<file path="config.mk">
export PLATFORM = sky130hd
export DESIGN_NAME = packbits_rle_decoder_unit
export DESIGN_NICKNAME = d
export VERILOG_FILES = /design/src/hdl/pbrle_pkg.sv /design/src/hdl/pbrle_ctrl.sv /design/src/hdl/pbrle_dp.sv /design/src/hdl/packbits_rle_decoder_unit.sv
export SDC_FILE = /design/constraint.sdc
export NUM_CORES = 1
export LEC_CHECK = 0
export BUFFER_PORTS_ARGS = -buffer_cell sky130_fd_sc_hd__clkbuf_2
export CORE_AREA = 2 2 77 98
export CTS_CLUSTER_DIAMETER = 40
export CTS_CLUSTER_SIZE = 20
export DETAILED_ROUTE_END_ITERATION = 8
export DIE_AREA = 0 0 79 100
export PLACE_DENSITY = 0.68
export SLEW_MARGIN = 20
export SYNTH_ARGS = -nofsm -noshare
export SYNTH_HDL_FRONTEND = slang
export SYNTH_SLANG_ARGS = --single-unit
</file>
<file path="constraint.sdc">
create_clock -name clk -period 2.5 [get_ports clk]
set_input_delay 0.625 -clock clk [delete_from_list [all_inputs] [get_ports clk]]
set_output_delay 0.625 -clock clk [all_outputs]
set_load 0.1 [all_outputs]
</file>
<file path="src/hdl/pbrle_pkg.sv">
// pbrle_pkg: shared constants and controller/datapath interface structs
// for the packbits run-length decoder; no dependencies
package pbrle_pkg;

	// lanes per result, kept within the four lane ports
	localparam int LANES      = 4;
	localparam int LANES_USED = (LANES < 1) ? 1 : ((LANES > 4) ? 4 : LANES);
	localparam int NUM_LANES  = 4;
	localparam int BYTE_W     = 8;
	localparam int CNT_W      = 3;

	// copies still to expand and literal bytes still expected (max 129)
	localparam int LEN_W      = 8;

	// commands from controller to datapath
	typedef struct packed {
		logic ld_run_len;   // header byte starts a run
		logic ld_lit_len;   // header byte starts a literal
		logic lit_step;     // one literal byte consumed
		logic cap_run;      // capture run data byte and last flag
		logic emit_run;     // load one packed chunk of the run
		logic emit_lit;     // load one literal byte as a result
		logic emit_end;     // load the empty end-of-stream result
	} pbrle_cmd_t;

	// status from datapath to controller
	typedef struct packed {
		logic hdr_is_run;   // incoming byte read as a header selects a run
		logic lit_final;    // this literal byte is the last one expected
		logic run_final;    // remaining copies fit in one result
		logic slot_free;    // output register empty or draining this cycle
	} pbrle_stat_t;

endpackage

</file>
<file path="src/hdl/pbrle_ctrl.sv">
// pbrle_ctrl: decoder state machine, drives datapath commands and input ready
// depends on pbrle_pkg
module pbrle_ctrl (
	input  logic                  clk,
	input  logic                  arst_n,
	input  logic                  in_valid,
	input  logic                  last,
	output logic                  in_ready,
	input  pbrle_pkg::pbrle_stat_t stat,
	output pbrle_pkg::pbrle_cmd_t  cmd
);
	import pbrle_pkg::*;

	typedef enum logic [3:0] {
		S_HEAD = 4'b0001,
		S_LIT  = 4'b0010,
		S_RUNB = 4'b0100,
		S_EXP  = 4'b1000
	} state_t;

	state_t state_q, state_d;
	logic   take;

	// input is held off while a run expands or the output slot is busy
	assign in_ready = (state_q != S_EXP) && stat.slot_free;
	assign take     = in_valid && in_ready;

	// next state and commands
	always_comb begin
		state_d = state_q;
		cmd     = '0;
		unique case (state_q)
			S_HEAD: begin
				if (take) begin
					if (last) begin
						cmd.emit_end = 1'b1;
					end else if (stat.hdr_is_run) begin
						cmd.ld_run_len = 1'b1;
						state_d        = S_RUNB;
					end else begin
						cmd.ld_lit_len = 1'b1;
						state_d        = S_LIT;
					end
				end
			end
			S_LIT: begin
				if (take) begin
					cmd.lit_step = 1'b1;
					cmd.emit_lit = 1'b1;
					if (stat.lit_final || last) begin
						state_d = S_HEAD;
					end
				end
			end
			S_RUNB: begin
				if (take) begin
					cmd.cap_run = 1'b1;
					state_d     = S_EXP;
				end
			end
			S_EXP: begin
				if (stat.slot_free) begin
					cmd.emit_run = 1'b1;
					if (stat.run_final) begin
						state_d = S_HEAD;
					end
				end
			end
			default: begin
				state_d = S_HEAD;
			end
		endcase
	end

	// state register
	always_ff @(posedge clk or negedge arst_n) begin
		if (!arst_n) begin
			state_q <= S_HEAD;
		end else begin
			state_q <= state_d;
		end
	end

endmodule

</file>
<file path="src/hdl/pbrle_dp.sv">
// pbrle_dp: length counters, run byte holding and the output register
// depends on pbrle_pkg
module pbrle_dp (
	input  logic                                clk,
	input  logic                                arst_n,
	input  logic [pbrle_pkg::BYTE_W-1:0]        data_byte,
	input  logic                                last,
	input  pbrle_pkg::pbrle_cmd_t               cmd,
	output pbrle_pkg::pbrle_stat_t              stat,
	input  logic                                out_ready,
	output logic                                out_valid,
	output logic [pbrle_pkg::BYTE_W-1:0]        lane0,
	output logic [pbrle_pkg::BYTE_W-1:0]        lane1,
	output logic [pbrle_pkg::BYTE_W-1:0]        lane2,
	output logic [pbrle_pkg::BYTE_W-1:0]        lane3,
	output logic [pbrle_pkg::CNT_W-1:0]         valid_count,
	output logic                                item_last,
	output logic                                stream_end
);
	import pbrle_pkg::*;

	localparam logic [LEN_W-1:0] LanesLen = LEN_W'(LANES_USED);
	localparam logic [CNT_W-1:0] LanesCnt = CNT_W'(LANES_USED);

	logic [LEN_W-1:0]  remain_q;
	logic [LEN_W-1:0]  lit_left_q;
	logic [BYTE_W-1:0] run_byte_q;
	logic              run_last_q;

	logic              out_valid_q;
	logic [BYTE_W-1:0] lane_q [NUM_LANES];
	logic [CNT_W-1:0]  cnt_q;
	logic              item_last_q;
	logic              stream_end_q;

	logic [LEN_W-1:0]  run_copies;
	logic [CNT_W-1:0]  chunk_cnt;
	logic              out_load;

	// copies of a run: 1 - h, which is (-b) + 1 over eight bits
	assign run_copies = LEN_W'(8'(8'd0 - data_byte)) + LEN_W'(1);

	assign stat.hdr_is_run = (data_byte == '0) || data_byte[BYTE_W-1];
	assign stat.lit_final  = (lit_left_q == LEN_W'(1));
	assign stat.run_final  = (remain_q <= LanesLen);
	assign stat.slot_free  = !out_valid_q || out_ready;

	assign chunk_cnt = stat.run_final ? remain_q[CNT_W-1:0] : LanesCnt;
	assign out_load  = cmd.emit_run || cmd.emit_lit || cmd.emit_end;

	// run and literal counters
	always_ff @(posedge clk or negedge arst_n) begin
		if (!arst_n) begin
			remain_q   <= '0;
			lit_left_q <= '0;
		end else begin
			if (cmd.ld_run_len) begin
				remain_q <= run_copies;
			end else if (cmd.emit_run) begin
				remain_q <= remain_q - LEN_W'(chunk_cnt);
			end
			if (cmd.ld_lit_len) begin
				lit_left_q <= data_byte + LEN_W'(1);
			end else if (cmd.lit_step) begin
				lit_left_q <= lit_left_q - LEN_W'(1);
			end
		end
	end

	// run data byte and its last flag
	always_ff @(posedge clk) begin
		if (cmd.cap_run) begin
			run_byte_q <= data_byte;
			run_last_q <= last;
		end
	end

	// output valid flag
	always_ff @(posedge clk or negedge arst_n) begin
		if (!arst_n) begin
			out_valid_q <= 1'b0;
		end else if (out_load) begin
			out_valid_q <= 1'b1;
		end else if (out_ready) begin
			out_valid_q <= 1'b0;
		end
	end

	// output payload register
	always_ff @(posedge clk) begin
		if (out_load) begin
			priority if (cmd.emit_run) begin
				for (int j = 0; j < NUM_LANES; j++) begin
					lane_q[j] <= (CNT_W'(j) < chunk_cnt) ? run_byte_q : '0;
				end
				cnt_q        <= chunk_cnt;
				item_last_q  <= stat.run_final;
				stream_end_q <= stat.run_final && run_last_q;
			end else if (cmd.emit_lit) begin
				lane_q[0] <= data_byte;
				for (int j = 1; j < NUM_LANES; j++) begin
					lane_q[j] <= '0;
				end
				cnt_q        <= CNT_W'(1);
				item_last_q  <= 1'b1;
				stream_end_q <= last;
			end else begin
				for (int j = 0; j < NUM_LANES; j++) begin
					lane_q[j] <= '0;
				end
				cnt_q        <= '0;
				item_last_q  <= 1'b1;
				stream_end_q <= 1'b1;
			end
		end
	end

	assign out_valid   = out_valid_q;
	assign lane0       = lane_q[0];
	assign lane1       = lane_q[1];
	assign lane2       = lane_q[2];
	assign lane3       = lane_q[3];
	assign valid_count = cnt_q;
	assign item_last   = item_last_q;
	assign stream_end  = stream_end_q;

endmodule

</file>
<file path="src/hdl/packbits_rle_decoder_unit.sv">
// Packbits run-length decoder: one compressed byte per input transaction,
// up to four decoded bytes per output transaction. Depends on pbrle_pkg,
// pbrle_ctrl and pbrle_dp.
//
// A header byte (read as signed) of zero or below starts a run of 1-h copies
// of the next byte; 1..127 starts a literal of h+1 bytes. Headers produce no
// output, except a header flagged last, which is dropped and gives one empty
// transaction (valid_count 0, item_last and stream_end set). Each literal byte
// gives one single-lane output. A run data byte is captured, then the run
// expands at four copies per cycle through the output register whenever that
// register is free, holding input off until the last chunk is loaded; the
// expansion counter in the datapath counts copies left. Output backpressure
// stalls input only while the output register is full and not taken.
module packbits_rle_decoder_unit (
	input  logic                              clk,
	input  logic                              arst_n,
	input  logic                              in_valid,
	output logic                              in_ready,
	input  logic [pbrle_pkg::BYTE_W-1:0]      data_byte,
	input  logic                              last,
	output logic                              out_valid,
	input  logic                              out_ready,
	output logic [pbrle_pkg::BYTE_W-1:0]      lane0,
	output logic [pbrle_pkg::BYTE_W-1:0]      lane1,
	output logic [pbrle_pkg::BYTE_W-1:0]      lane2,
	output logic [pbrle_pkg::BYTE_W-1:0]      lane3,
	output logic [pbrle_pkg::CNT_W-1:0]       valid_count,
	output logic                              item_last,
	output logic                              stream_end
);
	import pbrle_pkg::*;

	pbrle_cmd_t  cmd;
	pbrle_stat_t stat;

	// controller
	pbrle_ctrl u_ctrl (
		.clk      (clk),
		.arst_n   (arst_n),
		.in_valid (in_valid),
		.last     (last),
		.in_ready (in_ready),
		.stat     (stat),
		.cmd      (cmd)
	);

	// datapath
	pbrle_dp u_dp (
		.clk         (clk),
		.arst_n      (arst_n),
		.data_byte   (data_byte),
		.last        (last),
		.cmd         (cmd),
		.stat        (stat),
		.out_ready   (out_ready),
		.out_valid   (out_valid),
		.lane0       (lane0),
		.lane1       (lane1),
		.lane2       (lane2),
		.lane3       (lane3),
		.valid_count (valid_count),
		.item_last   (item_last),
		.stream_end  (stream_end)
	);

endmodule
</file>
==> impl_metrics.ini, run 1 <==
[timing]
rsz0062_at_grt = false
period_needed_ns = 2.27
hold_viol = 0
tns_ns = 0
finalClockSkew_ns = 0.00692
finalCritPeriodShare_pct = 90.9
fmax_mhz = 440
worst_slew_pin_slew_ns = 0.613
relSlewSlack_pct = 58.8
setup_viol = 0
maxSlewViolCount = 0

[synthesis]
synth_edf_count = 22
ys_warn_count = 0
synth_area_um2 = 3400
netlist_instances = 334
ys_seq_area_share_pct = 49.0
async_flop_share_pct = 31.3
synth-seq-cells = 67
synth_area_leaders = edfxtp_1 19%, dfrtp_1 15%, dfxtp_1 14%, nor2_1 3.6%, o21ai_0 3.2%
yosysTopAreaCell = edfxtp_1
ys_types = 63
postSynthAreaPerCell_um2 = 10.2
synth_ff_type = dfxtp_1
syn_nets = 354
yosysMostFrequentCell = nor2_1
yosysTopAreaCellShare_pct = 19.4
synth_common_cells = 33 x nor2_1, 24 x dfxtp_1, 22 x edfxtp_1, 22 x o21ai_0, 20 x dfrtp_1

[clocking]
clk_latency_ns = 0.35
cts_resized = 0
numCtsBuffers = 9
post_cts_buffers = 0
root_buffer = clkbuf_8
cts_tree = yes
cts_buffer_depth = 2
cts.sinks = 67
path_clk_slew_ns = 0.07
htree_num_levels = 3
holdBufCountCts = 0

[route]
wl_mm = 8.67
ant_nets = 0
vias = 2938
first_pass_iters = 5
drt_iter0_drc = 244
via_per_inst = 5.96
post_drt_wl_per_cell_um = 17.6
drc = 0

[final_layout]
nets = 416
antenna-diode-count = 0
fillers = 643
design_area_um2 = 4060
layout-area-overhead-vs-synth_pct = 19.2
final_cells = 493
finish.utilization_pct = 57.2
drive_gt1_share_pct = 26.7

[setup_path]
slowest_stage = dfrtp_1
cpPeakStageDelay_ns = 0.40
cp_max_fo = 8
cp_data_arrival_time_ns = 1.65
start_kind = register
cp.required_ns = 1.88
crit_type = register to primary output
end_kind = primary output
crit_chain = buf_4 > nor4b_1 > buf_4 > nor2_4 > buf_12
path_common_cell = buf_4
path_delay_family = buffers and inverters
path_buf_inv = 3

[placed_design]
dpl_cell_area_um2 = 3850
dp_cells = 477
gp_congestion = 0.906
place.port_buffers = 51
dpl.hpwl_mm = 6.46

[worst_hold_path]
hold_class = primary input to async pin

[floorplan]
die_h_um = 100
initial_core_util_pct = 48.0
fp-row-count = 35
io_pins = 52
coreArea_um2 = 7090
dieArea_um2 = 7900
die_x_um = 79

[global_routing]
antenna_found_initial = 0
grt_first_pass_wirelength_mm = 14.2
gr-total-overflow = 0
grt_max_degree = 26
grt.total_usage_pct = 23.4
grt_pass1_vias = 2829

[pwr]
ir_drop_uv = 477
total_power_uw = 4070
powerDensity_nw_per_um2 = 1000
p_leak_uw = 0.00169

[flow_run]
cap_violations = 0

[status]
outcome = completed
[cells by family after synthesis]
| group | after synthesis | synth area share [%] |
|---|---|---|
| buf+inv | 35 | 5.40 |
| simple gates | 123 | 19.6 |
| mux | 9 | 2.65 |
| compound gates | 80 | 17.5 |
| xor+xnor | 12 | 3.09 |
| other cells | 1 | 0.110 |
| fa+ha+maj | 7 | 2.57 |
| flops | 67 | 49.0 |
[stage by stage]
stage | hold slack [ns] | worst slack, ns
after global routing | 0.290 | 0.123
after floorplan | 0.329 | 0.139
final | 0.247 | 0.227
after CTS | 0.263 | 0.208
after detailed placement | 0.465 | 0.210
after global placement | 0.462 | 0.267
[worst reg2reg max path: cells and delay by family, from the launching register on]
family           cells  cell delay, ns
AO/OA/AOI/OAI        2            0.52
flip-flops           1            0.44
AND/OR/NAND/NOR      2            1.17
[cell usage in the layout, fill, tap and decap left out, types with 3 or more instances in the layout]
master / n
clkbuf_2: 50
nor2_1: 32
dfxtp_1: 24
o21ai_0: 22
edfxtp_1: 22
buf_4: 21
dfrtp_1: 20
nand2_1: 15
inv_1: 12
nor3_1: 12
nand3_1: 11
and2_1: 10
clkbuf_8: 10
mux2i_1: 9
a22o_1: 8
xnor2_1: 8
a32oi_1: 8
nand4_1: 7
a31oi_1: 7
ha_1: 7
a21oi_1: 5
a222oi_1: 5
nor4_1: 4
or3_1: 4
xor2_1: 4
a221o_1: 4
or4_1: 3
or2_2: 3
nor4b_1: 3
a31o_2: 3
o211a_1: 3
buf_12: 3
[power breakdown]
part / total, µW / switching [µW] / internal (µW)
Clock: 915 / 428 / 487
Combinational: 1540 / 1070 / 466
Sequential: 1620 / 248 / 1370
[registers in the layout (all words and copies together) (netlist names)]
register	cells
u_ctrl.state_q	4
u_dp.valid_count	3
u_dp.stream_end	1
u_dp.run_byte_q	8
u_dp.item_last	1
u_dp.run_last_q	1
u_dp.out_valid	1
u_dp.remain_q	8
u_dp.lane_q	32
u_dp.lit_left_q	8
[final cells by class]
| cell class | instances | area, µm² | area share, % |
|---|---|---|---|
| Inverter | 12 | 45.0 | 1.11 |
| Clock inverter | 6 | 65.1 | 1.60 |
| Tap cell | 92 | 115 | 2.84 |
| Sequential cell | 67 | 1670 | 41.1 |
| Timing Repair Buffer | 74 | 468 | 11.5 |
| Multi-Input combinational cell | 232 | 1560 | 38.4 |
| Clock buffer | 10 | 138 | 3.39 |
[per-layer routing]
layer / up-vias / global-route usage, % / routed length [µm]
li1: 1381 / - / -
met1: 1409 / 28.4 / 3520
met2: 120 / 39.0 / 4300
met3: 28 / 4.05 / 463
met4: 0 / 13.1 / 376
met5: - / 0 / 0
[worst paths after layout]
check | slack (ns) | startpoint | end | cells after the start
setup reg to reg | 0.27 | u_dp.remain_q[4] | u_dp.lane_q[0][2] | 4
max in group asynchronous | 1.88 | arst_n | u_ctrl.state_q[0] | 1
hold reg to reg | 0.49 | u_dp.lane_q[2][4] | u_dp.lane_q[2][4] | 1
hold / removal | 0.25 | arst_n | u_dp.lit_left_q[2] | 1
min in group clk | 0.49 | u_dp.lane_q[2][4] | u_dp.lane_q[2][4] | 1
setup / recovery | 0.23 | u_ctrl.state_q[1] | in_ready | 5
Power figures use the tool's default switching activity.
==> run 2, diff against run 1 <==
--- a/config.mk
+++ b/config.mk
@@ -7,7 +7,6 @@
 export LEC_CHECK = 0
 export BUFFER_PORTS_ARGS = -buffer_cell sky130_fd_sc_hd__clkbuf_2
 export CORE_AREA = 2 2 77 98
-export CTS_CLUSTER_DIAMETER = 40
 export CTS_CLUSTER_SIZE = 20
 export DETAILED_ROUTE_END_ITERATION = 8
 export DIE_AREA = 0 0 79 100
==> constraint.sdc (replaced) <==
create_clock -name clk -period 2.5 [get_ports clk]
set_input_delay 0.25 -clock clk [delete_from_list [all_inputs] [get_ports clk]]
set_output_delay 0.25 -clock clk [all_outputs]
set_load 0.1 [all_outputs]
==> run 2 against run 1 <==
  * Hold slack worse by 0.11 ns
  * Via count is 0.61% higher
  * Clock skew is 0.0046 ns higher
  * Power is 2.0% lower
  * Utilization is 1.4 points lower
  * Sequential power hardly changed
  * Critical path depth is 2 higher
  * Non-clock buffer count is 7 lower
  * Cell area is 2.4% lower
  * Maximum frequency is 1.7% lower
  * Die area stayed put
  * Largest cell class unchanged
  * Largest power group unchanged
==> impl_metrics.ini, run 2 (synthesis gave the netlist of run 1 again) <==
[route]
first_pass_iters = 5
drt_iter0_drc = 154
via_per_inst = 6.08
drc = 0
vias = 2956
wl_mm = 8.50
ant_nets = 0
post_drt_wl_per_cell_um = 17.5

[floorplan]
dieArea_um2 = 7900
fp-row-count = 35
die_h_um = 100
io_pins = 52
die_x_um = 79
initial_core_util_pct = 48.0
coreArea_um2 = 7090

[final_layout]
nets = 409
drive_gt1_share_pct = 25.4
layout_commonest_cell = clkbuf_2
layout-area-overhead-vs-synth_pct = 16.4
design_area_um2 = 3960
fillers = 652
largest-register = u_dp.lane_q
antenna-diode-count = 0
final_cell_mix = 51 x clkbuf_2, 31 x nor2_1, 24 x dfxtp_1, 22 x o21ai_0, 22 x edfxtp_1
largest_register_ffs = 32

[timing]
worst_slew_pin_slew_ns = 0.620
fmax_mhz = 432
rsz0062_at_grt = false
maxSlewViolCount = 0
whs_ns = 0.138
setup_viol = 0
finalClockSkew_ns = 0.0115
finalCritPeriodShare_pct = 92.5
hold_viol = 0
period_needed_ns = 2.31
tns_ns = 0
relSlewSlack_pct = 58.6

[pwr]
switchingPower_uw = 1740
p_seq_share_pct = 40.0
cellInternalPower_uw = 2250
p_leak_uw = 0.00163
switching_share_pct = 43.6
powerDensity_nw_per_um2 = 1010
comb_power_share_pct = 38.0
total_power_uw = 3990
pwr-share-clk_pct = 22.0
ir_drop_uv = 548

[global_routing]
grt_first_pass_wirelength_mm = 13.6
grt.total_usage_pct = 22.5
gr-max-usage-layer = met2
grt_max_degree = 26
grtUsageMet3_pct = 5.22
antenna_found_initial = 0
grt_pass1_vias = 2768
grtUsageMet2_pct = 37.7
use_met1_pct = 27.2
gr-total-overflow = 0

[setup_path]
crit_type = register to register
end_kind = register
cp.required_ns = 2.72
cp_max_fo = 7
cp_data_arrival_time_ns = 2.54
start_kind = register

[worst_hold_path]
hold_class = primary input to register

[clocking]
numCtsBuffers = 9
cts_buffer_depth = 2
cts_tree = yes
clk_latency_ns = 0.35
cts.sinks = 67
root_buffer = clkbuf_8
htree_num_levels = 3
path_clk_slew_ns = 0.07

[placed_design]
gp_congestion = 0.871
dpl.hpwl_mm = 6.31
dpl_cell_area_um2 = 3750
place.port_buffers = 51

[flow_run]
cap_violations = 0

[status]
outcome = completed
## run 2: critical path: stages (launching register included)
cell     delay [ns]
dfrtp_1        0.43
or4_1          0.64
o21ai_0        0.23
ha_1           0.26
o21ai_0        0.18
nand4_1        0.16
mux2i_1        0.21
mux2i_1        0.09
## run 2: worst paths after layout
check / start / endpoint / slack [ns] / cells past startpoint
setup / recovery: u_dp.remain_q[4] / u_dp.remain_q[4] / 0.19 / 7
hold / removal: last / u_dp.run_last_q / 0.14 / 1
setup reg to reg: u_dp.remain_q[4] / u_dp.remain_q[4] / 0.19 / 7
hold reg to reg: u_dp.lane_q[2][5] / u_dp.lane_q[2][5] / 0.48 / 1
max in group asynchronous: arst_n / u_ctrl.state_q[0] / 1.71 / 2
min in group asynchronous: arst_n / u_dp.lit_left_q[7] / 0.42 / 2
## run 2: cell type report
class / instances / area (µm²) / share of cell area (%)
flip-flops and latches: 67 / 1670 / 42.1
multi-input cells: 232 / 1560 / 39.3
repair buffers: 67 / 378 / 9.54
clock buffers: 11 / 163 / 4.11
well taps: 92 / 115 / 2.91
inverters: 12 / 45.0 / 1.14
clock inverters: 5 / 35.0 / 0.885
## run 2: timing repair
item	CTS	global route
gates resized for setup	0	1
setup endpoints to repair	0	13
hold buffers	1	0
hold endpoints to repair	20	0
setup buffers	0	0
## run 2: per-stage QoR
step / std cells / worst slack (ns) / util [%]
6_report: 486 / 0.187 / 55.8
4_1_cts: 486 / 0.0229 / 55.8
2_1_floorplan: 334 / 0.184 / -
5_1_grt: 486 / 0.0788 / 55.8
3_5_place_dp: 469 / 0.0466 / 52.9
3_3_place_gp: 469 / 0.132 / 52.9
## run 2: power by group through the flow
stage,clock [µW],combinational (µW),sequential [µW]
after CTS,893,1510,1590
after global routing,938,1620,1630
final,876,1520,1600
after detailed placement,0,1510,1610
after floorplan,0,721,2070
after global placement,0,1490,1600
## run 2: metal layers
| layer | vias to the layer above | routed length, µm | share of wire, % |
|---|---|---|---|
| met5 | - | 0 | 0 |
| met4 | 0 | 193 | 2.3 |
| met3 | 15 | 545 | 6.4 |
| met2 | 128 | 4300 | 51 |
| met1 | 1435 | 3460 | 41 |
| li1 | 1378 | - | - |
==> run 3, diff against run 2 <==
--- a/config.mk
+++ b/config.mk
@@ -5,12 +5,12 @@
 export SDC_FILE = /design/constraint.sdc
 export NUM_CORES = 1
 export LEC_CHECK = 0
-export BUFFER_PORTS_ARGS = -buffer_cell sky130_fd_sc_hd__clkbuf_2
-export CORE_AREA = 2 2 77 98
+export BUFFER_PORTS_ARGS = -buffer_cell sky130_fd_sc_hd__buf_4
+export CORE_AREA = 2 2 73 92
 export CTS_CLUSTER_SIZE = 20
 export DETAILED_ROUTE_END_ITERATION = 8
-export DIE_AREA = 0 0 79 100
-export PLACE_DENSITY = 0.68
+export DIE_AREA = 0 0 75 94
+export PLACE_DENSITY = 0.76
 export SLEW_MARGIN = 20
 export SYNTH_ARGS = -nofsm -noshare
 export SYNTH_HDL_FRONTEND = slang
==> run 3 against run 2 <==
  * Power is 0.92% higher
  * Cell area is 2.8% higher
  * Setup slack better by 0.0038 ns
  * Die area is 11% lower
  * Utilization is 11 points higher
  * Clock skew is 0.0031 ns lower
==> impl_metrics.ini, run 3 (synthesis gave the netlist of run 1 again) <==
[placed_design]
gp_congestion = 0.922
dp_cells = 461
dpl.hpwl_mm = 6.10
post-place-ws_ns = 0.00314
place.port_buffers = 51

[final_layout]
final_cells = 478
antenna-diode-count = 0
layout-area-overhead-vs-synth_pct = 19.6
layout_commonest_cell = buf_4
drive_gt1_share_pct = 25.4
final_cell_mix = 65 x buf_4, 31 x nor2_1, 24 x dfxtp_1, 22 x o21ai_0, 22 x edfxtp_1
nets = 408
largest-register = u_dp.lane_q
largest_register_ffs = 32
finish.utilization_pct = 66.5

[worst_hold_path]
hold_class = primary input to register

[timing]
relSlewSlack_pct = 53.5
finalCritPeriodShare_pct = 92.4
worst_slew_pin_slew_ns = 0.697
setup_viol = 0
finalClockSkew_ns = 0.00839
tns_ns = 0
fmax_mhz = 433
rsz0062_at_grt = false
maxSlewViolCount = 0
worst_slack_ns = 0.191
period_needed_ns = 2.31
hold_viol = 0

[floorplan]
dieArea_um2 = 7050
fp-row-count = 32
die_h_um = 94
initial_core_util_pct = 55.6
io_pins = 52
die_x_um = 75
coreArea_um2 = 6130

[pwr]
p_leak_uw = 0.00166
total_power_uw = 4020
powerDensity_nw_per_um2 = 988
ir_drop_uv = 667

[setup_path]
start_kind = register
cp_data_arrival_time_ns = 2.53
end_kind = register
cp_max_fo = 11
r2r_setup_slack_ns = 0.19
crit_type = register to register
cp.required_ns = 2.73

[clocking]
cts_buffer_depth = 2
htree_num_levels = 3
path_clk_slew_ns = 0.08
post_cts_buffers = 0
cts.sinks = 67
clk_latency_ns = 0.34
numCtsBuffers = 9
cts_tree = yes
root_buffer = clkbuf_8

[route]
via_per_inst = 6.11
drc = 0
ant_nets = 0
first_pass_iters = 5
post_drt_wl_per_cell_um = 17.4
drt_iter0_drc = 286
wl_mm = 8.32
vias = 2919

[global_routing]
grt_first_pass_wirelength_mm = 13.2
antenna_found_initial = 0
grt_max_degree = 26
gr-total-overflow = 0
grt_pass1_vias = 2762
grt.total_usage_pct = 24.9

[status]
outcome = completed

[flow_run]
cap_violations = 0
## run 3: cell types whose count changed in the layout (fill, tap and decap cells not counted)
cell	delta
inv_4	+1
clkinv_4	-1
clkinv_2	-1
or4_4	+1
or4_1	-1
clkbuf_8	-1
clkbuf_2	-51
buf_4	+50
inv_6	+2
## run 3: worst max-delay path, stage by stage, from the launching register on
cell and delay [ns]:
dfstp_2 0.53, buf_4 0.16, nor4b_1 0.53, nand4_1 0.20, or2_2 0.40, a311o_1 0.38
## run 3: path summary, 6_finish.rpt
check	startpoint	depth (start not counted)	to
max	u_ctrl.state_q[0]	5	u_dp.lit_left_q[4]
min reg2reg	u_dp.lane_q[2][3]	1	u_dp.lane_q[2][3]
max reg2reg	u_ctrl.state_q[0]	5	u_dp.lit_left_q[4]
min in group asynchronous	arst_n	2	u_dp.lit_left_q[4]
min	last	1	u_dp.run_last_q
max in group asynchronous	arst_n	2	u_ctrl.state_q[0]
## run 3: repair_timing
item	4_1_cts	5_1_grt
setup endpoints to repair	8	1
hold buffers	1	0
cloned	0	0
resized for setup	1	1
endpoints found under the hold margin	20	0
## run 3: routing by layer
layer	part of all wire, %	up-vias	GRT usage [%]
li1	-	1375	-
met1	42	1408	30.9
met2	51	119	42.3
met3	4.9	17	3.97
met4	2.0	0	10.1
met5	0	-	0
## run 3: layout make-up
class | count | area (µm²)
fillers | 507 | 2050
flip-flops and latches | 67 | 1670
multi-input cells | 232 | 1560
repair buffers | 66 | 498
clock buffers | 10 | 149
well taps | 85 | 106
clock inverters | 6 | 45.0
inverters | 12 | 45.0
## run 3: metrics by stage
| stage | instance area (µm²) | hold WS [ns] |
|---|---|---|
| 3_5_place_dp | 3860 | 0.153 |
| 5_1_grt | 4070 | 0.109 |
| 2_1_floorplan | 3410 | -0.0456 |
| 3_3_place_gp | 3860 | 0.151 |
| 4_1_cts | 4070 | 0.108 |
| 6_report | 4070 | 0.117 |
## run 3: power breakdown
part | switching [µW] | internal, µW
clock network | 433 | 427
registers | 229 | 1370
logic | 1080 | 486
